<file path="src/hdl/irlc_pkg.sv">
// Shared types, codes and a lookup function for the image record layout converter.
// No dependencies; every other file of the block refers to this package by scoped names.

package irlc_pkg;

	// Default size limits
	localparam int MAX_WIDTH_DEF    = 1024;
	localparam int MAX_HEIGHT_DEF   = 1024;
	localparam int MAX_CHANNELS_DEF = 16;
	localparam int MAX_CLASSES_DEF  = 64;

	// Fixed field widths
	localparam int IDX_W     = 25;
	localparam int VAL_W     = 16;
	localparam int BYTE_W    = 8;
	localparam int DIM_W     = 11;
	localparam int CHAN_W    = 5;
	localparam int CLASS_W   = 7;
	localparam int ORDER_W   = 3;
	localparam int CFG_IDX_W = 3;
	localparam int CFG_DAT_W = 11;
	localparam int TDATA_W   = 48;
	localparam int TUSER_W   = 2;

	// Configuration register indexes
	typedef enum logic [CFG_IDX_W-1:0] {
		REG_IMAGE_WIDTH   = 3'd0,
		REG_IMAGE_HEIGHT  = 3'd1,
		REG_CHANNEL_COUNT = 3'd2,
		REG_LABEL_PRESENT = 3'd3,
		REG_CLASS_COUNT   = 3'd4,
		REG_SOURCE_ORDER  = 3'd5,
		REG_DEST_ORDER    = 3'd6
	} cfg_reg_t;

	// Layout codes, outermost to innermost dimension
	typedef enum logic [ORDER_W-1:0] {
		LAYOUT_CHW = 3'd0,
		LAYOUT_HWC = 3'd1,
		LAYOUT_CWH = 3'd2,
		LAYOUT_WHC = 3'd3,
		LAYOUT_HCW = 3'd4,
		LAYOUT_WCH = 3'd5
	} layout_t;

	// Image dimensions
	typedef logic [1:0] dim_t;
	localparam dim_t DIM_X = 2'd0;
	localparam dim_t DIM_Y = 2'd1;
	localparam dim_t DIM_C = 2'd2;

	// Setup sequence steps, one multiply or combine per cycle
	typedef enum logic [2:0] {
		SU_WH     = 3'd0,
		SU_WC     = 3'd1,
		SU_HC     = 3'd2,
		SU_SIZE   = 3'd3,
		SU_BACK_X = 3'd4,
		SU_BACK_Y = 3'd5,
		SU_BACK_C = 3'd6,
		SU_DELTA  = 3'd7
	} setup_step_t;

	// Controller states
	typedef enum logic [1:0] {
		ST_SETUP = 2'd0,
		ST_RUN   = 2'd1,
		ST_LABEL = 2'd2
	} ctrl_state_t;

	// Controller to datapath commands
	typedef struct packed {
		logic        in_ready;
		logic        restart;
		logic        setup_en;
		setup_step_t setup_step;
		logic        take_label;
		logic        take_pixel;
		logic        emit_label;
	} irlc_cmd_t;

	// Datapath to controller status
	typedef struct packed {
		logic out_free;
		logic label_mode;
		logic label_last;
		logic cfg_hit;
	} irlc_status_t;

	// Dimension that sits at a nesting level (0 innermost) of a layout;
	// unknown codes nest as CHW
	function automatic dim_t nest_dim(input logic [ORDER_W-1:0] code, input logic [1:0] level);
		dim_t d0;
		dim_t d1;
		dim_t d2;
		unique case (code)
			LAYOUT_HWC: begin d0 = DIM_C; d1 = DIM_X; d2 = DIM_Y; end
			LAYOUT_CWH: begin d0 = DIM_Y; d1 = DIM_X; d2 = DIM_C; end
			LAYOUT_WHC: begin d0 = DIM_C; d1 = DIM_Y; d2 = DIM_X; end
			LAYOUT_HCW: begin d0 = DIM_X; d1 = DIM_C; d2 = DIM_Y; end
			LAYOUT_WCH: begin d0 = DIM_Y; d1 = DIM_C; d2 = DIM_X; end
			default:    begin d0 = DIM_X; d1 = DIM_Y; d2 = DIM_C; end
		endcase
		unique case (level)
			2'd0:    nest_dim = d0;
			2'd1:    nest_dim = d1;
			default: nest_dim = d2;
		endcase
	endfunction

endpackage

</file>
<file path="src/hdl/image_record_layout_converter_top.sv">
// Top level of the image record layout converter: stream and configuration ports.
// Instantiates irlc_ctrl and irlc_datapath; types and constants come from irlc_pkg.

// Takes an image record one byte per transaction and writes each pixel out at its address
// in the destination layout, with value byte*257 (UQ0.16), followed by nothing else; a
// leading label byte, when configured, first gives a one-hot run of class_count results
// at addresses image_size..image_size+class_count-1. Each pixel byte gives one result, and
// pixels flow at one per cycle while the output side keeps up; the destination address
// comes from an accumulator that adds one precomputed step per source nesting level. A
// label byte stalls the input while the one-hot run leaves the output register. After
// reset and after every register write the block runs its setup sequence (one shared
// multiplier, one product per cycle) with s_axis_tready low; register writes are
// accepted in every cycle.

module image_record_layout_converter_top #(
	parameter int MAX_WIDTH    = irlc_pkg::MAX_WIDTH_DEF,
	parameter int MAX_HEIGHT   = irlc_pkg::MAX_HEIGHT_DEF,
	parameter int MAX_CHANNELS = irlc_pkg::MAX_CHANNELS_DEF,
	parameter int MAX_CLASSES  = irlc_pkg::MAX_CLASSES_DEF
) (
	input  logic                              clk,
	input  logic                              arst_n,
	// Configuration write channel
	input  logic                              cfg_valid,
	output logic                              cfg_ready,
	input  logic [irlc_pkg::CFG_IDX_W-1:0]    cfg_index,
	input  logic [irlc_pkg::CFG_DAT_W-1:0]    cfg_data,
	// Input byte stream
	input  logic                              s_axis_tvalid,
	output logic                              s_axis_tready,
	input  logic [7:0]                        s_axis_tdata,  // [7:0] data_byte
	// Result stream
	output logic                              m_axis_tvalid,
	input  logic                              m_axis_tready,
	output logic [irlc_pkg::TDATA_W-1:0]      m_axis_tdata,  // [24:0] out_index, [40:25] out_value
	output logic                              m_axis_tlast,  // run_last
	output logic [irlc_pkg::TUSER_W-1:0]      m_axis_tuser   // [0] is_label, [1] record_end
);

	irlc_pkg::irlc_cmd_t    cmd;
	irlc_pkg::irlc_status_t status;
	logic [irlc_pkg::IDX_W-1:0] out_index;
	logic [irlc_pkg::VAL_W-1:0] out_value;
	logic                       out_is_label;
	logic                       out_record_end;

	irlc_ctrl u_ctrl (
		.clk      (clk),
		.arst_n   (arst_n),
		.in_valid (s_axis_tvalid),
		.status   (status),
		.cmd      (cmd)
	);

	irlc_datapath #(
		.MAX_WIDTH    (MAX_WIDTH),
		.MAX_HEIGHT   (MAX_HEIGHT),
		.MAX_CHANNELS (MAX_CHANNELS),
		.MAX_CLASSES  (MAX_CLASSES)
	) u_datapath (
		.clk            (clk),
		.arst_n         (arst_n),
		.cfg_valid      (cfg_valid),
		.cfg_index      (cfg_index),
		.cfg_data       (cfg_data),
		.in_byte        (s_axis_tdata),
		.cmd            (cmd),
		.status         (status),
		.out_ready      (m_axis_tready),
		.out_valid      (m_axis_tvalid),
		.out_index      (out_index),
		.out_value      (out_value),
		.out_is_label   (out_is_label),
		.out_run_last   (m_axis_tlast),
		.out_record_end (out_record_end)
	);

	// Register writes never wait
	assign cfg_ready     = 1'b1;
	assign s_axis_tready = cmd.in_ready;
	assign m_axis_tdata  = {7'b0, out_value, out_index};
	assign m_axis_tuser  = {out_record_end, out_is_label};

endmodule

</file>
<file path="src/hdl/irlc_ctrl.sv">
// Controller state machine of the image record layout converter.
// Depends on irlc_pkg for states, setup steps and the command/status structs.

module irlc_ctrl (
	input  logic                  clk,
	input  logic                  arst_n,
	input  logic                  in_valid,
	input  irlc_pkg::irlc_status_t status,
	output irlc_pkg::irlc_cmd_t    cmd
);

	irlc_pkg::ctrl_state_t state_q, state_d;
	irlc_pkg::setup_step_t step_q, step_d;

	// State and setup step registers
	always_ff @(posedge clk or negedge arst_n) begin
		if (!arst_n) begin
			state_q <= irlc_pkg::ST_SETUP;
			step_q  <= irlc_pkg::SU_WH;
		end else begin
			state_q <= state_d;
			step_q  <= step_d;
		end
	end

	// Next state and commands
	always_comb begin
		state_d        = state_q;
		step_d         = step_q;
		cmd            = '0;
		cmd.setup_step = step_q;
		unique case (state_q)
			irlc_pkg::ST_SETUP: begin
				cmd.setup_en = 1'b1;
				step_d = irlc_pkg::setup_step_t'(step_q + 3'd1);
				if (step_q == irlc_pkg::SU_DELTA) begin
					state_d = irlc_pkg::ST_RUN;
				end
			end
			irlc_pkg::ST_RUN: begin
				cmd.in_ready = status.out_free;
				if (in_valid && status.out_free) begin
					if (status.label_mode) begin
						cmd.take_label = 1'b1;
						state_d = irlc_pkg::ST_LABEL;
					end else begin
						cmd.take_pixel = 1'b1;
					end
				end
			end
			irlc_pkg::ST_LABEL: begin
				if (status.out_free) begin
					cmd.emit_label = 1'b1;
					if (status.label_last) begin
						state_d = irlc_pkg::ST_RUN;
					end
				end
			end
			default: begin
				state_d = irlc_pkg::ST_SETUP;
				step_d  = irlc_pkg::SU_WH;
			end
		endcase
		// Restart setup on any accepted register write
		if (status.cfg_hit) begin
			cmd.restart = 1'b1;
			state_d     = irlc_pkg::ST_SETUP;
			step_d      = irlc_pkg::SU_WH;
		end
	end

endmodule

</file>
<file path="src/hdl/irlc_datapath.sv">
// Datapath of the image record layout converter: config registers, setup multiplier,
// coordinate counters, destination address accumulator and output register. Uses irlc_pkg.

module irlc_datapath #(
	parameter int MAX_WIDTH    = irlc_pkg::MAX_WIDTH_DEF,
	parameter int MAX_HEIGHT   = irlc_pkg::MAX_HEIGHT_DEF,
	parameter int MAX_CHANNELS = irlc_pkg::MAX_CHANNELS_DEF,
	parameter int MAX_CLASSES  = irlc_pkg::MAX_CLASSES_DEF
) (
	input  logic                               clk,
	input  logic                               arst_n,
	input  logic                               cfg_valid,
	input  logic [irlc_pkg::CFG_IDX_W-1:0]     cfg_index,
	input  logic [irlc_pkg::CFG_DAT_W-1:0]     cfg_data,
	input  logic [irlc_pkg::BYTE_W-1:0]        in_byte,
	input  irlc_pkg::irlc_cmd_t                cmd,
	output irlc_pkg::irlc_status_t             status,
	input  logic                               out_ready,
	output logic                               out_valid,
	output logic [irlc_pkg::IDX_W-1:0]         out_index,
	output logic [irlc_pkg::VAL_W-1:0]         out_value,
	output logic                               out_is_label,
	output logic                               out_run_last,
	output logic                               out_record_end
);

	localparam int IDX_W  = irlc_pkg::IDX_W;
	localparam int DIM_W  = irlc_pkg::DIM_W;
	// Largest size each register can reach after clamping
	localparam int LIM_X  = (MAX_WIDTH < 2047) ? MAX_WIDTH : 2047;
	localparam int LIM_Y  = (MAX_HEIGHT < 2047) ? MAX_HEIGHT : 2047;
	localparam int LIM_C  = (MAX_CHANNELS < 31) ? MAX_CHANNELS : 31;
	localparam int CNT_XW = (LIM_X > 1) ? $clog2(LIM_X) : 1;
	localparam int CNT_YW = (LIM_Y > 1) ? $clog2(LIM_Y) : 1;
	localparam int CNT_CW = (LIM_C > 1) ? $clog2(LIM_C) : 1;
	localparam int KW     = (MAX_CLASSES > 1) ? $clog2(MAX_CLASSES) : 1;

	// Configuration registers
	logic [DIM_W-1:0]                 width_q, height_q;
	logic [irlc_pkg::CHAN_W-1:0]      chan_q;
	logic                             label_present_q;
	logic [irlc_pkg::CLASS_W-1:0]     class_q;
	logic [irlc_pkg::ORDER_W-1:0]     src_order_q, dst_order_q;
	logic                             cfg_hit;

	// Setup results
	logic [IDX_W-1:0] p_wh_q, p_wc_q, p_hc_q, image_size_q;
	logic [IDX_W-1:0] back_q [3];
	logic [IDX_W-1:0] delta_q [3];

	// Record state
	logic                awaiting_q;
	logic [CNT_XW-1:0]   col_q;
	logic [CNT_YW-1:0]   row_q;
	logic [CNT_CW-1:0]   chan_cnt_q;
	logic [IDX_W-1:0]    addr_q;
	logic [KW-1:0]       class_k_q;
	logic [irlc_pkg::BYTE_W-1:0] label_q;

	// Output register
	logic                out_valid_q;
	logic [IDX_W-1:0]    out_index_q;
	logic [irlc_pkg::VAL_W-1:0] out_value_q;
	logic                out_label_q, out_last_q, out_end_q;

	// Clamped sizes
	logic [DIM_W-1:0]             w_cl, h_cl;
	logic [irlc_pkg::CHAN_W-1:0]  c_cl;
	logic [irlc_pkg::CLASS_W-1:0] n_cl;

	// Strides, multiplier, pixel stepping
	logic [IDX_W-1:0] stride [3];
	logic [IDX_W-1:0] mul_a;
	logic [DIM_W-1:0] mul_b;
	logic [IDX_W+DIM_W-1:0] mul_full;
	logic [DIM_W-1:0] cur [3];
	logic [DIM_W-1:0] lim [3];
	logic [DIM_W-1:0] nxt [3];
	logic [2:0]       wrap;
	logic             carry;
	logic             done;
	logic [IDX_W-1:0] addr_next;
	logic             out_free;
	logic             label_last;

	// Register write decode
	always_comb begin
		unique case (cfg_index)
			irlc_pkg::REG_IMAGE_WIDTH, irlc_pkg::REG_IMAGE_HEIGHT,
			irlc_pkg::REG_CHANNEL_COUNT, irlc_pkg::REG_LABEL_PRESENT,
			irlc_pkg::REG_CLASS_COUNT, irlc_pkg::REG_SOURCE_ORDER,
			irlc_pkg::REG_DEST_ORDER: cfg_hit = cfg_valid;
			default:                  cfg_hit = 1'b0;
		endcase
	end

	always_ff @(posedge clk or negedge arst_n) begin
		if (!arst_n) begin
			width_q         <= 11'd32;
			height_q        <= 11'd32;
			chan_q          <= 5'd3;
			label_present_q <= 1'b1;
			class_q         <= 7'd10;
			src_order_q     <= irlc_pkg::LAYOUT_CHW;
			dst_order_q     <= irlc_pkg::LAYOUT_CHW;
		end else if (cfg_valid) begin
			unique case (cfg_index)
				irlc_pkg::REG_IMAGE_WIDTH:   width_q         <= cfg_data;
				irlc_pkg::REG_IMAGE_HEIGHT:  height_q        <= cfg_data;
				irlc_pkg::REG_CHANNEL_COUNT: chan_q          <= cfg_data[4:0];
				irlc_pkg::REG_LABEL_PRESENT: label_present_q <= cfg_data[0];
				irlc_pkg::REG_CLASS_COUNT:   class_q         <= cfg_data[6:0];
				irlc_pkg::REG_SOURCE_ORDER:  src_order_q     <= cfg_data[2:0];
				irlc_pkg::REG_DEST_ORDER:    dst_order_q     <= cfg_data[2:0];
				default: ;
			endcase
		end
	end

	// Clamp sizes to 1..max
	always_comb begin
		if (width_q == '0)                     w_cl = 11'd1;
		else if (32'(width_q) > MAX_WIDTH)     w_cl = 11'(MAX_WIDTH);
		else                                   w_cl = width_q;
		if (height_q == '0)                    h_cl = 11'd1;
		else if (32'(height_q) > MAX_HEIGHT)   h_cl = 11'(MAX_HEIGHT);
		else                                   h_cl = height_q;
		if (chan_q == '0)                      c_cl = 5'd1;
		else if (32'(chan_q) > MAX_CHANNELS)   c_cl = 5'(MAX_CHANNELS);
		else                                   c_cl = chan_q;
		if (class_q == '0)                     n_cl = 7'd1;
		else if (32'(class_q) > MAX_CLASSES)   n_cl = 7'(MAX_CLASSES);
		else                                   n_cl = class_q;
	end

	// Destination strides of x, y and c
	always_comb begin
		unique case (dst_order_q)
			irlc_pkg::LAYOUT_HWC: begin
				stride[0] = 25'(c_cl); stride[1] = p_wc_q; stride[2] = 25'd1;
			end
			irlc_pkg::LAYOUT_CWH: begin
				stride[0] = 25'(h_cl); stride[1] = 25'd1; stride[2] = p_wh_q;
			end
			irlc_pkg::LAYOUT_WHC: begin
				stride[0] = p_hc_q; stride[1] = 25'(c_cl); stride[2] = 25'd1;
			end
			irlc_pkg::LAYOUT_HCW: begin
				stride[0] = 25'd1; stride[1] = p_wc_q; stride[2] = 25'(w_cl);
			end
			irlc_pkg::LAYOUT_WCH: begin
				stride[0] = p_hc_q; stride[1] = 25'd1; stride[2] = 25'(h_cl);
			end
			default: begin
				stride[0] = 25'd1; stride[1] = 25'(w_cl); stride[2] = p_wh_q;
			end
		endcase
	end

	// Shared setup multiplier operands
	always_comb begin
		unique case (cmd.setup_step)
			irlc_pkg::SU_WH:     begin mul_a = 25'(w_cl);   mul_b = h_cl;               end
			irlc_pkg::SU_WC:     begin mul_a = 25'(w_cl);   mul_b = 11'(c_cl);          end
			irlc_pkg::SU_HC:     begin mul_a = 25'(h_cl);   mul_b = 11'(c_cl);          end
			irlc_pkg::SU_SIZE:   begin mul_a = p_wh_q;      mul_b = 11'(c_cl);          end
			irlc_pkg::SU_BACK_X: begin mul_a = stride[0];   mul_b = w_cl - 11'd1;       end
			irlc_pkg::SU_BACK_Y: begin mul_a = stride[1];   mul_b = h_cl - 11'd1;       end
			irlc_pkg::SU_BACK_C: begin mul_a = stride[2];   mul_b = 11'(c_cl - 5'd1);   end
			default:             begin mul_a = '0;          mul_b = '0;                 end
		endcase
		mul_full = mul_a * mul_b;
	end

	// Setup sequence: products, wrap-back amounts, per-level address steps
	always_ff @(posedge clk) begin
		if (cmd.setup_en) begin
			unique case (cmd.setup_step)
				irlc_pkg::SU_WH:     p_wh_q       <= mul_full[IDX_W-1:0];
				irlc_pkg::SU_WC:     p_wc_q       <= mul_full[IDX_W-1:0];
				irlc_pkg::SU_HC:     p_hc_q       <= mul_full[IDX_W-1:0];
				irlc_pkg::SU_SIZE:   image_size_q <= mul_full[IDX_W-1:0];
				irlc_pkg::SU_BACK_X: back_q[0]    <= mul_full[IDX_W-1:0];
				irlc_pkg::SU_BACK_Y: back_q[1]    <= mul_full[IDX_W-1:0];
				irlc_pkg::SU_BACK_C: back_q[2]    <= mul_full[IDX_W-1:0];
				irlc_pkg::SU_DELTA: begin
					delta_q[0] <= stride[irlc_pkg::nest_dim(src_order_q, 2'd0)];
					delta_q[1] <= stride[irlc_pkg::nest_dim(src_order_q, 2'd1)]
						- back_q[irlc_pkg::nest_dim(src_order_q, 2'd0)];
					delta_q[2] <= stride[irlc_pkg::nest_dim(src_order_q, 2'd2)]
						- back_q[irlc_pkg::nest_dim(src_order_q, 2'd0)]
						- back_q[irlc_pkg::nest_dim(src_order_q, 2'd1)];
				end
				default: ;
			endcase
		end
	end

	// Advance coordinates along the source nesting, innermost first
	always_comb begin
		cur[0] = 11'(col_q);
		cur[1] = 11'(row_q);
		cur[2] = 11'(chan_cnt_q);
		lim[0] = w_cl;
		lim[1] = h_cl;
		lim[2] = 11'(c_cl);
		nxt    = cur;
		carry  = 1'b1;
		for (int k = 0; k < 3; k++) begin
			wrap[k] = (cur[irlc_pkg::nest_dim(src_order_q, 2'(k))] + 11'd1)
				>= lim[irlc_pkg::nest_dim(src_order_q, 2'(k))];
			if (carry) begin
				if (wrap[k]) begin
					nxt[irlc_pkg::nest_dim(src_order_q, 2'(k))] = '0;
				end else begin
					nxt[irlc_pkg::nest_dim(src_order_q, 2'(k))] =
						cur[irlc_pkg::nest_dim(src_order_q, 2'(k))] + 11'd1;
					carry = 1'b0;
				end
			end
		end
		done = carry;
		priority if (!wrap[0]) addr_next = addr_q + delta_q[0];
		else if (!wrap[1])     addr_next = addr_q + delta_q[1];
		else if (!wrap[2])     addr_next = addr_q + delta_q[2];
		else                   addr_next = '0;
	end

	assign out_free   = !out_valid_q || out_ready;
	assign label_last = (7'(class_k_q) + 7'd1) == n_cl;

	// Record state: counters, address, label tracking
	always_ff @(posedge clk or negedge arst_n) begin
		if (!arst_n) begin
			awaiting_q <= 1'b1;
			col_q      <= '0;
			row_q      <= '0;
			chan_cnt_q <= '0;
			addr_q     <= '0;
			class_k_q  <= '0;
		end else if (cmd.restart) begin
			awaiting_q <= 1'b1;
			col_q      <= '0;
			row_q      <= '0;
			chan_cnt_q <= '0;
			addr_q     <= '0;
			class_k_q  <= '0;
		end else if (cmd.take_pixel) begin
			col_q      <= CNT_XW'(nxt[0]);
			row_q      <= CNT_YW'(nxt[1]);
			chan_cnt_q <= CNT_CW'(nxt[2]);
			addr_q     <= addr_next;
			awaiting_q <= done;
		end else if (cmd.take_label) begin
			class_k_q <= '0;
		end else if (cmd.emit_label) begin
			class_k_q <= class_k_q + KW'(1);
			if (label_last) begin
				awaiting_q <= 1'b0;
			end
		end
	end

	// Hold the label byte for its one-hot run
	always_ff @(posedge clk) begin
		if (cmd.take_label) begin
			label_q <= in_byte;
		end
	end

	// Output register valid
	always_ff @(posedge clk or negedge arst_n) begin
		if (!arst_n) begin
			out_valid_q <= 1'b0;
		end else if (cmd.take_pixel || cmd.emit_label) begin
			out_valid_q <= 1'b1;
		end else if (out_ready) begin
			out_valid_q <= 1'b0;
		end
	end

	// Output register payload
	always_ff @(posedge clk) begin
		if (cmd.take_pixel) begin
			out_index_q <= addr_q;
			out_value_q <= {in_byte, in_byte};
			out_label_q <= 1'b0;
			out_last_q  <= 1'b1;
			out_end_q   <= done;
		end else if (cmd.emit_label) begin
			out_index_q <= image_size_q + IDX_W'(class_k_q);
			out_value_q <= (8'(class_k_q) == label_q) ? 16'hFFFF : 16'h0000;
			out_label_q <= 1'b1;
			out_last_q  <= label_last;
			out_end_q   <= 1'b0;
		end
	end

	assign status.out_free   = out_free;
	assign status.label_mode = label_present_q && awaiting_q;
	assign status.label_last = label_last;
	assign status.cfg_hit    = cfg_hit;

	assign out_valid      = out_valid_q;
	assign out_index      = out_index_q;
	assign out_value      = out_value_q;
	assign out_is_label   = out_label_q;
	assign out_run_last   = out_last_q;
	assign out_record_end = out_end_q;

endmodule

</file>
<file path="config.mk">
export PLATFORM = sky130hd
export DESIGN_NAME = image_record_layout_converter_top
export DESIGN_NICKNAME = d
export VERILOG_FILES = /design/src/hdl/irlc_pkg.sv /design/src/hdl/image_record_layout_converter_top.sv /design/src/hdl/irlc_ctrl.sv /design/src/hdl/irlc_datapath.sv
export SDC_FILE = /design/constraint.sdc
export NUM_CORES = 2
export LEC_CHECK = 0
export BUFFER_PORTS_ARGS = -buffer_cell sky130_fd_sc_hd__buf_2
export CORE_MARGIN = 1.5
export CORE_UTILIZATION = 59
export DETAILED_ROUTE_END_ITERATION = 12
export PLACE_DENSITY = 0.86
export SETUP_SLACK_MARGIN = 0.3
export SLEW_MARGIN = 25
export SYNTH_ARGS = -nofsm -noshare
export SYNTH_HDL_FRONTEND = slang
export SYNTH_SLANG_ARGS = --single-unit
</file>
<file path="constraint.sdc">
create_clock -name clk -period 8.27 [get_ports clk]
set_input_delay 1.654 -clock clk [delete_from_list [all_inputs] [get_ports clk]]
set_output_delay 1.654 -clock clk [all_outputs]
set_load 0.05 [all_outputs]
</file>
== Word level (Yosys, flattened, before mapping) ==
Memory sizes are Yosys's and may differ from the RTL's.
Cells that the tools add are included.

* Memory bits (writable): 150
* Memories: 2
* Word-level logic and storage cells: 333
* Flip-flop bits (word level): 255
* Input bits: 27
* Output and inout bits: 54

* Bitwise gates (word level): 18
* Multiply operators: 1
* $add $sub $neg: 19
* Equal/unequal tests: 35
* Reduce and logical (&&, ||, !) cells: 50
* $lt $le $gt $ge: 25
* Mux-type cells: 157

{| class="wikitable"
|+ Memory list
! name !! depth !! width !! read ports !! clocked after memory_dff !! wr ports !! RTL line !! RTL
|-
| u_datapath.back_q || 3 || 25 || 2 || 0 || 1 || irlc_datapath.sv:48 || <nowiki>logic [IDX_W-1:0] back_q [3];</nowiki>
|-
| u_datapath.delta_q || 3 || 25 || 3 || 0 || 3 || irlc_datapath.sv:49 || <nowiki>logic [IDX_W-1:0] delta_q [3];</nowiki>
|}

{| class="wikitable"
|+ Operators by type and width
! cell !! count
|-
| 25-bit two-way mux || 15
|-
| 75-bit case mux with 5 select lines || 1
|-
| 11-bit two-way mux || 28
|-
| 11-bit binary-select mux with 2-bit select || 9
|-
| 25-bit binary-select mux with 2-bit select || 3
|-
| 25-bit case mux with 6 select lines || 1
|-
| 11-bit demux with 2-bit select || 6
|-
| 33-bit bitwise mux || 3
|-
| 33-bit two-way mux || 3
|-
| 25-bit adder || 3
|-
| 25-bit subtractor || 3
|-
| 11-bit by 1-bit adder with 11-bit output (second input constant) || 6
|-
| 33-bit NOT || 2
|-
| 32-bit two-way mux || 2
|-
| 11-bit case mux with 5 select lines || 1
|-
| 2-bit two-way mux || 26
|-
| 25-bit OR reduction || 2
|-
| 16-bit two-way mux || 3
|-
| 10-bit two-way mux || 4
|-
| 3-bit greater-or-equal comparator (second input constant) || 12
|-
| 1-bit two-way mux || 36
|-
| 2-bit NOT with 3-bit output || 12
|-
| 32-bit by 33-bit bitwise AND with 33-bit output || 1
|-
| 33-bit bitwise AND || 1
|-
| 49 further kinds || 122
|}

== Depth between registers and ports, before layout ==
* Depth after elaboration: 26
* Mapped depth: 38
* Gate-level depth less buffers: 34

== Modules after synthesis ==
Synthesis repeated with hierarchy kept, for this count alone.

* Cell total of the unflattened synthesis: 4217
* Area, all modules: 37104.3 um^2

{| class="wikitable"
|+ Modules (own cells, without submodules)
! module !! area each (um^2) !! sequential area each (um^2) !! cells each !! times used
|-
| irlc_datapath || 36662.7 || 11270.8 || 4165 || 1
|-
| irlc_ctrl || 359.1 || 125.1 || 40 || 1
|-
| image_record_layout_converter_top || 82.6 || 0.0 || 12 || 1
|}

== Worst setup path before layout ==
No wires, ideal clock.

* Kind: reg-to-reg
* Start point: register u_ctrl.step_q[0]
* End point: memory u_datapath.back_q[0][24], data pin
* Buffers on the path: 4
* Setup time: 219 ps
* Setup slack: 313 ps
* Period minus slack after synthesis: 7957 ps
* Stages on the path, launching flop included: 31
* Data arrival time: 7737 ps
* Cell sequence: dfrtp_1 > ha_1 > nand2_1 > buf_2 > buf_1 > buf_1 > nor2_1 > a21oi_1 > ha_1 > a21boi_2 > a32oi_4 > o41ai_1 > a21oi_1 > a221oi_4 > clkbuf_1 > nor2_1 > fa_1 > fa_1 > fa_1 > fa_1 > inv_1 > fa_1 > inv_1 > ha_1 > or3_1 > a211o_1 > nand3_1 > o211ai_1 > o41ai_1 > o21ai_0 > xnor2_1

* Longest elaborated chain between the ends: 6

{| class="wikitable"
|+ RTL lines
! item !! RTL line !! RTL
|-
| from (decl) || irlc_ctrl.sv:13 || <nowiki>irlc_pkg::setup_step_t step_q, step_d;</nowiki>
|-
| from (signal assigned) || irlc_ctrl.sv:19 || <nowiki>step_q <= irlc_pkg::SU_WH;</nowiki>
|-
| from (signal assigned) || irlc_ctrl.sv:22 || <nowiki>step_q <= step_d;</nowiki>
|-
| 3-bit by 1-bit == test with 1-bit output (tied with other cells) || irlc_datapath.sv:162 || <nowiki>unique case (cmd.setup_step)</nowiki>
|-
| 3-bit OR reduction (no source line) or 2-bit OR reduction (tied branches) || -- ||
|-
| 11-bit case mux with 5 select lines or 25-bit case mux with 6 select lines (tied branches) || irlc_datapath.sv:162 ||
|-
| 25-bit by 11-bit multiplier with 25-bit output * || irlc_datapath.sv:172 || <nowiki>mul_full = mul_a * mul_b;</nowiki>
|-
| named net u_datapath.mul_full[24] || irlc_datapath.sv:75 || <nowiki>logic [IDX_W+DIM_W-1:0] mul_full;</nowiki>
|-
| 25-bit two-way mux (no source line) || -- ||
|-
| 25-bit two-way mux (no source line) * || -- ||
|-
| to (decl) || irlc_datapath.sv:48 ||
|}

Mark *: on every way through the listed nets, which the timed path passes. The rest lies on a longest branch.

== Worst setup path in the final report ==
* Start point: register u_datapath.width_q[7]
* End point: register u_datapath.p_hc_q[22], data pin

* Longest elaborated chain between the ends: 6

{| class="wikitable"
|+ RTL lines
! item !! RTL line !! RTL
|-
| from (decl) || irlc_datapath.sv:39 || <nowiki>logic [DIM_W-1:0] width_q, height_q;</nowiki>
|-
| from (signal assigned) || irlc_datapath.sv:108 || <nowiki>irlc_pkg::REG_IMAGE_WIDTH: width_q <= cfg_data;</nowiki>
|-
| 11-bit greater-than comparator || irlc_datapath.sv:123 || <nowiki>else if (32'(width_q) > MAX_WIDTH) w_cl = 11'(MAX_WIDTH);</nowiki>
|-
| 11-bit two-way mux || irlc_datapath.sv:123 ||
|-
| 11-bit two-way mux * || irlc_datapath.sv:122 || <nowiki>if (width_q == '0) w_cl = 11'd1;</nowiki>
|-
| 11-bit by 1-bit subtractor with 11-bit output or 75-bit case mux with 5 select lines (tied branches) || irlc_datapath.sv:167, irlc_datapath.sv:138 ||
|-
| 11-bit case mux with 5 select lines or 25-bit case mux with 6 select lines (tied branches) || irlc_datapath.sv:162 ||
|-
| 25-bit by 11-bit multiplier with 25-bit output * || irlc_datapath.sv:172 ||
|-
| named net u_datapath.mul_full[22] || irlc_datapath.sv:75 ||
|-
| to (signal assigned) || irlc_datapath.sv:181 || <nowiki>irlc_pkg::SU_HC: p_hc_q <= mul_full[IDX_W-1:0];</nowiki>
|-
| to (decl) || irlc_datapath.sv:47 || <nowiki>logic [IDX_W-1:0] p_wh_q, p_wc_q, p_hc_q, image_size_q;</nowiki>
|}

Marks and branches as above.
A chain may end at the register's enable or synchronous reset.

==> results.txt <==
The core area came out at 59100 sq um. For the number of failing hold endpoints at the final stage, the log shows 0. Counting stages on the worst path, the most repeated cell is sky130_fd_sc_hd__fa_1. For the timing-limited maximum frequency, the log shows 128 MHz. Headroom to the max-slew limit came out at 21.5%.

In the final layout, the share of cells above drive strength 1 is 11.4%. Of all nets on the critical path, the largest fanout is 15. Power comes to 16200 uW. The finished layout holds 4737 standard cells, fillers aside.

The number of antenna violations at the first check in global routing came out at 1. The floorplan step set the die height to 248 microns. TritonCTS built the clock tree. The die covers 61500 sq um. On the final layout, the worst clock skew is 0.0352 ns.

In this run, synthesis inferred 292 flip-flops with an integrated enable. For this run, design rule violations remaining after detail routing come to 8. The slowest stage of the critical path belongs to the cell sky130_fd_sc_hd__fa_1. The floorplan step set the die width to 248 microns.

The synthesized netlist cell count is 3887, and the largest net degree at the start of global routing is 76. The run gives 397 as the number of clock sinks. For the final routed database, the setup TNS stands at 0 ns. For this block, the routed nets add up to 115 mm of wire. For the cell area after placement, the log shows 36900 sq um.

The worst setup path is launched from a flop. The final reports fail on DRC. The remaining antenna violation count after routing is 0. The critical path data required time came out at 8.55 ns. Once the floorplan was initialized, standard cells occupied 59.9% of the core. Counting flops and latches in the post-synthesis netlist gives 397. The stage delay of the slowest cell on the critical path was 0.53 ns. Buffers inserted during clock tree synthesis total 43. Counting flops with an async set or reset pin after synthesis yields a share of 25.9%. Together, buffers and inverters on the worst path number 4. The via count of the first global-routing pass was 30200; the area growth from synthesis to layout was 8.82%. The synthesized netlist occupies a cell area of 35400 sq um. Critical path start-end classification: reg -> reg. At the worst endpoint, the arrival time is 8.08 ns. VDD sags by at most 0.000708 V.

The final layout contains 4356 nets. For this run, the total global-route usage over all layers was measured as 37.2%. In this run the power density over the cells is 420 nW/um^2. During placement, the flow inserted port buffers numbering 72.

The shortest clock period the worst path allows after layout was 7.80 ns. At the end of routability-driven placement, the weighted congestion stood at 1.01. Detailed placement finished with a half-perimeter wire length of 84.4 mm.

The worst hold path belongs to the class reg -> reg. The first-pass iteration count of the detailed router was 12; the worst-case clock buffer depth was 3. After detailed routing, the average wire length per cell comes to 24.3 microns. After detailed routing, the number of vias per cell comes to 6.76.

After routing the design area is 38500 sq um. The number of placed instances with taps included came out at 4655. The run finished, with violations left. Summing the sequential cell areas from Yosys gives 32.2% of the chip area.

The number of different library cells used by synthesis comes to 109. Yosys printed 0 warnings. The tools report the global-route wire length before repair as 175 mm. The top cell types in the final layout, fill and taps aside, are 408 x sky130_fd_sc_hd__nand2_1, 336 x sky130_fd_sc_hd__nor2_1, 309 x sky130_fd_sc_hd__inv_1, 292 x sky130_fd_sc_hd__edfxtp_1, 282 x sky130_fd_sc_hd__a21oi_1. After layout, the worst path uses 94.3% of the clock period. STA classifies the critical path endpoint as a flop.

At the pin with the least slew margin, the transition time is 1.17 ns. The vias after detailed routing was 32000; the leakage power was 0.0160 uW. The leftover overflow at the end of global routing was 0; the number of DRC markers in iteration 0 was 5143.

The library cell used most frequently in the layout, excluding fill and tap cells, is sky130_fd_sc_hd__nand2_1. The cell sitting at the root of the clock tree is a sky130_fd_sc_hd__clkbuf_16. Row generation in the floorplan step produced 89 rows. At the later pin of the worst-skew pair, clock insertion delay measures 0.62 ns. The most used flip-flop cell after synthesis is sky130_fd_sc_hd__edfxtp_1. For the final setup violation count, the log shows 0. Across the run, the number of max-cap violations was 0. The kind of cell with the highest combined delay along the critical path is adder cells. After synthesis, the mean cell area works out to 9.11 sq um.

For this design the top-level I/O count stands at 81. Setup repair after global routing left no endpoint under its margin. After clock tree synthesis, the clock-pin slew on the worst setup and hold paths is 0.07 ns. The final max-slew violation count was 0. For the number of levels in the clock H-tree, the log shows 2.
[registers in the layout, indices dropped and copies added, names as in the netlist, 7 cells and up]
| name | count |
|---|---|
| u_datapath.row_q | 10 |
| u_datapath.addr_q | 25 |
| u_datapath.class_q | 7 |
| u_datapath.out_index | 25 |
| u_datapath.label_q | 8 |
| u_datapath.p_wc_q | 25 |
| u_datapath.image_size_q | 25 |
| u_datapath.height_q | 11 |
| u_datapath.delta_q | 75 |
| u_datapath.p_hc_q | 25 |
| u_datapath.width_q | 11 |
| u_datapath.back_q | 75 |
| u_datapath.col_q | 10 |
| u_datapath.p_wh_q | 25 |
| u_datapath.out_value | 8 |
[cell usage after synthesis (all sizes together), types with 15 or more instances]
cell    instances  area [sq um]
a211oi         36           288
a21o           75           563
a21oi         290          1460
a221o          30           300
a221oi         77           692
a22oi          69           518
a31oi          31           209
and2           23           148
and3           38           238
buf            79           433
clkbuf        141           529
dfrtp          95          2380
edfxtp        292          8770
fa            185          3700
ha            217          2720
inv           310          1160
mux2           42           473
mux2i          22           220
nand2         413          1570
nand2b         64           403
nand3          65           338
nand4          18           113
nor2          339          1280
nor2b          66           413
nor3           72           370
o211ai         17           128
o21a           35           263
o21ai         188           941
o21bai         22           165
o221ai         26           234
o22ai          75           469
o31ai          15           113
or2            30           190
xnor2         134          1190
xor2           75           683
[cells by family (layout without fill, tap and decap cells)]
kind of cell / count (synthesis) / in the layout / synth area share, %
compound gates: 1102 / 1102 / 21.0
xor+xnor: 210 / 210 / 5.35
fa+ha+maj: 402 / 402 / 18.1
buf+inv: 531 / 600 / 6.01
flops: 397 / 397 / 32.2
mux: 64 / 64 / 1.96
other cells: 2 / 10 / 0.0212
simple gates: 1179 / 1179 / 15.3
[path summary, 6_finish.rpt]
path,cells after the start,startpoint,slack [ns],to
max in group asynchronous,2,arst_n,5.90,u_datapath.addr_q[21]$_DFFE_PN0P_
max reg2reg,27,u_datapath.width_q[7]$_DFFE_PN0P_,0.47,u_datapath.p_hc_q[22]$_DFFE_PP_
min,2,u_datapath.out_run_last$_SDFFE_PP1P_,0.46,u_datapath.out_run_last$_SDFFE_PP1P_
max,27,u_datapath.width_q[7]$_DFFE_PN0P_,0.47,u_datapath.p_hc_q[22]$_DFFE_PP_
min reg2reg,2,u_datapath.out_run_last$_SDFFE_PP1P_,0.46,u_datapath.out_run_last$_SDFFE_PP1P_
min in group asynchronous,1,arst_n,1.00,u_datapath.width_q[2]$_DFFE_PN0P_
[stage by stage]
stage               hold WS, ns  utilization, %  worst slack, ns
finish                    0.463            65.2            0.470
global route              0.488            65.2            0.221
CTS                       0.466            65.0            0.260
detailed placement        0.455            62.4           0.0575
global placement          0.441            62.4            0.400
floorplan                 0.438               -            0.313
[tightest hold or removal path: stages, from the launching register on]
cell and delay, ns:
sky130_fd_sc_hd__dfxtp_1 0.32, sky130_fd_sc_hd__nand2_1 0.06, sky130_fd_sc_hd__nand2_1 0.04
[metal layers]
layer	up-vias	wire length, microns	global-route usage, %
met4	2	4820	12.9
met3	427	17000	11.4
met5	-	10	0
met1	15200	43300	50.6
li1	14000	-	-
met2	2387	49900	56.4
[final cells by class]
class | count | area, sq um
multi-input cells | 2965 | 22100
fillers | 4557 | 20600
flip-flops and latches | 397 | 11400
repair buffers | 209 | 1400
clock buffers | 57 | 1190
inverters | 311 | 1170
well taps | 773 | 967
clock inverters | 23 | 274
diodes | 2 | 5.00
[power by group]
| group | total (uW) | internal [uW] | switching, uW |
|---|---|---|---|
| combinational | 10400 | 3540 | 6820 |
| sequential | 3760 | 3410 | 351 |
| clock | 2040 | 1160 | 881 |
| total | 16200 | 8110 | 8060 |
[what timing repair did]
action,in CTS,in global routing
pin swaps,1,9
buffers inserted,0,0
endpoints found under the setup margin,42,88
resized for setup,6,25
hold buffers,0,0
No activity file was read; power rests on OpenSTA's default activity.
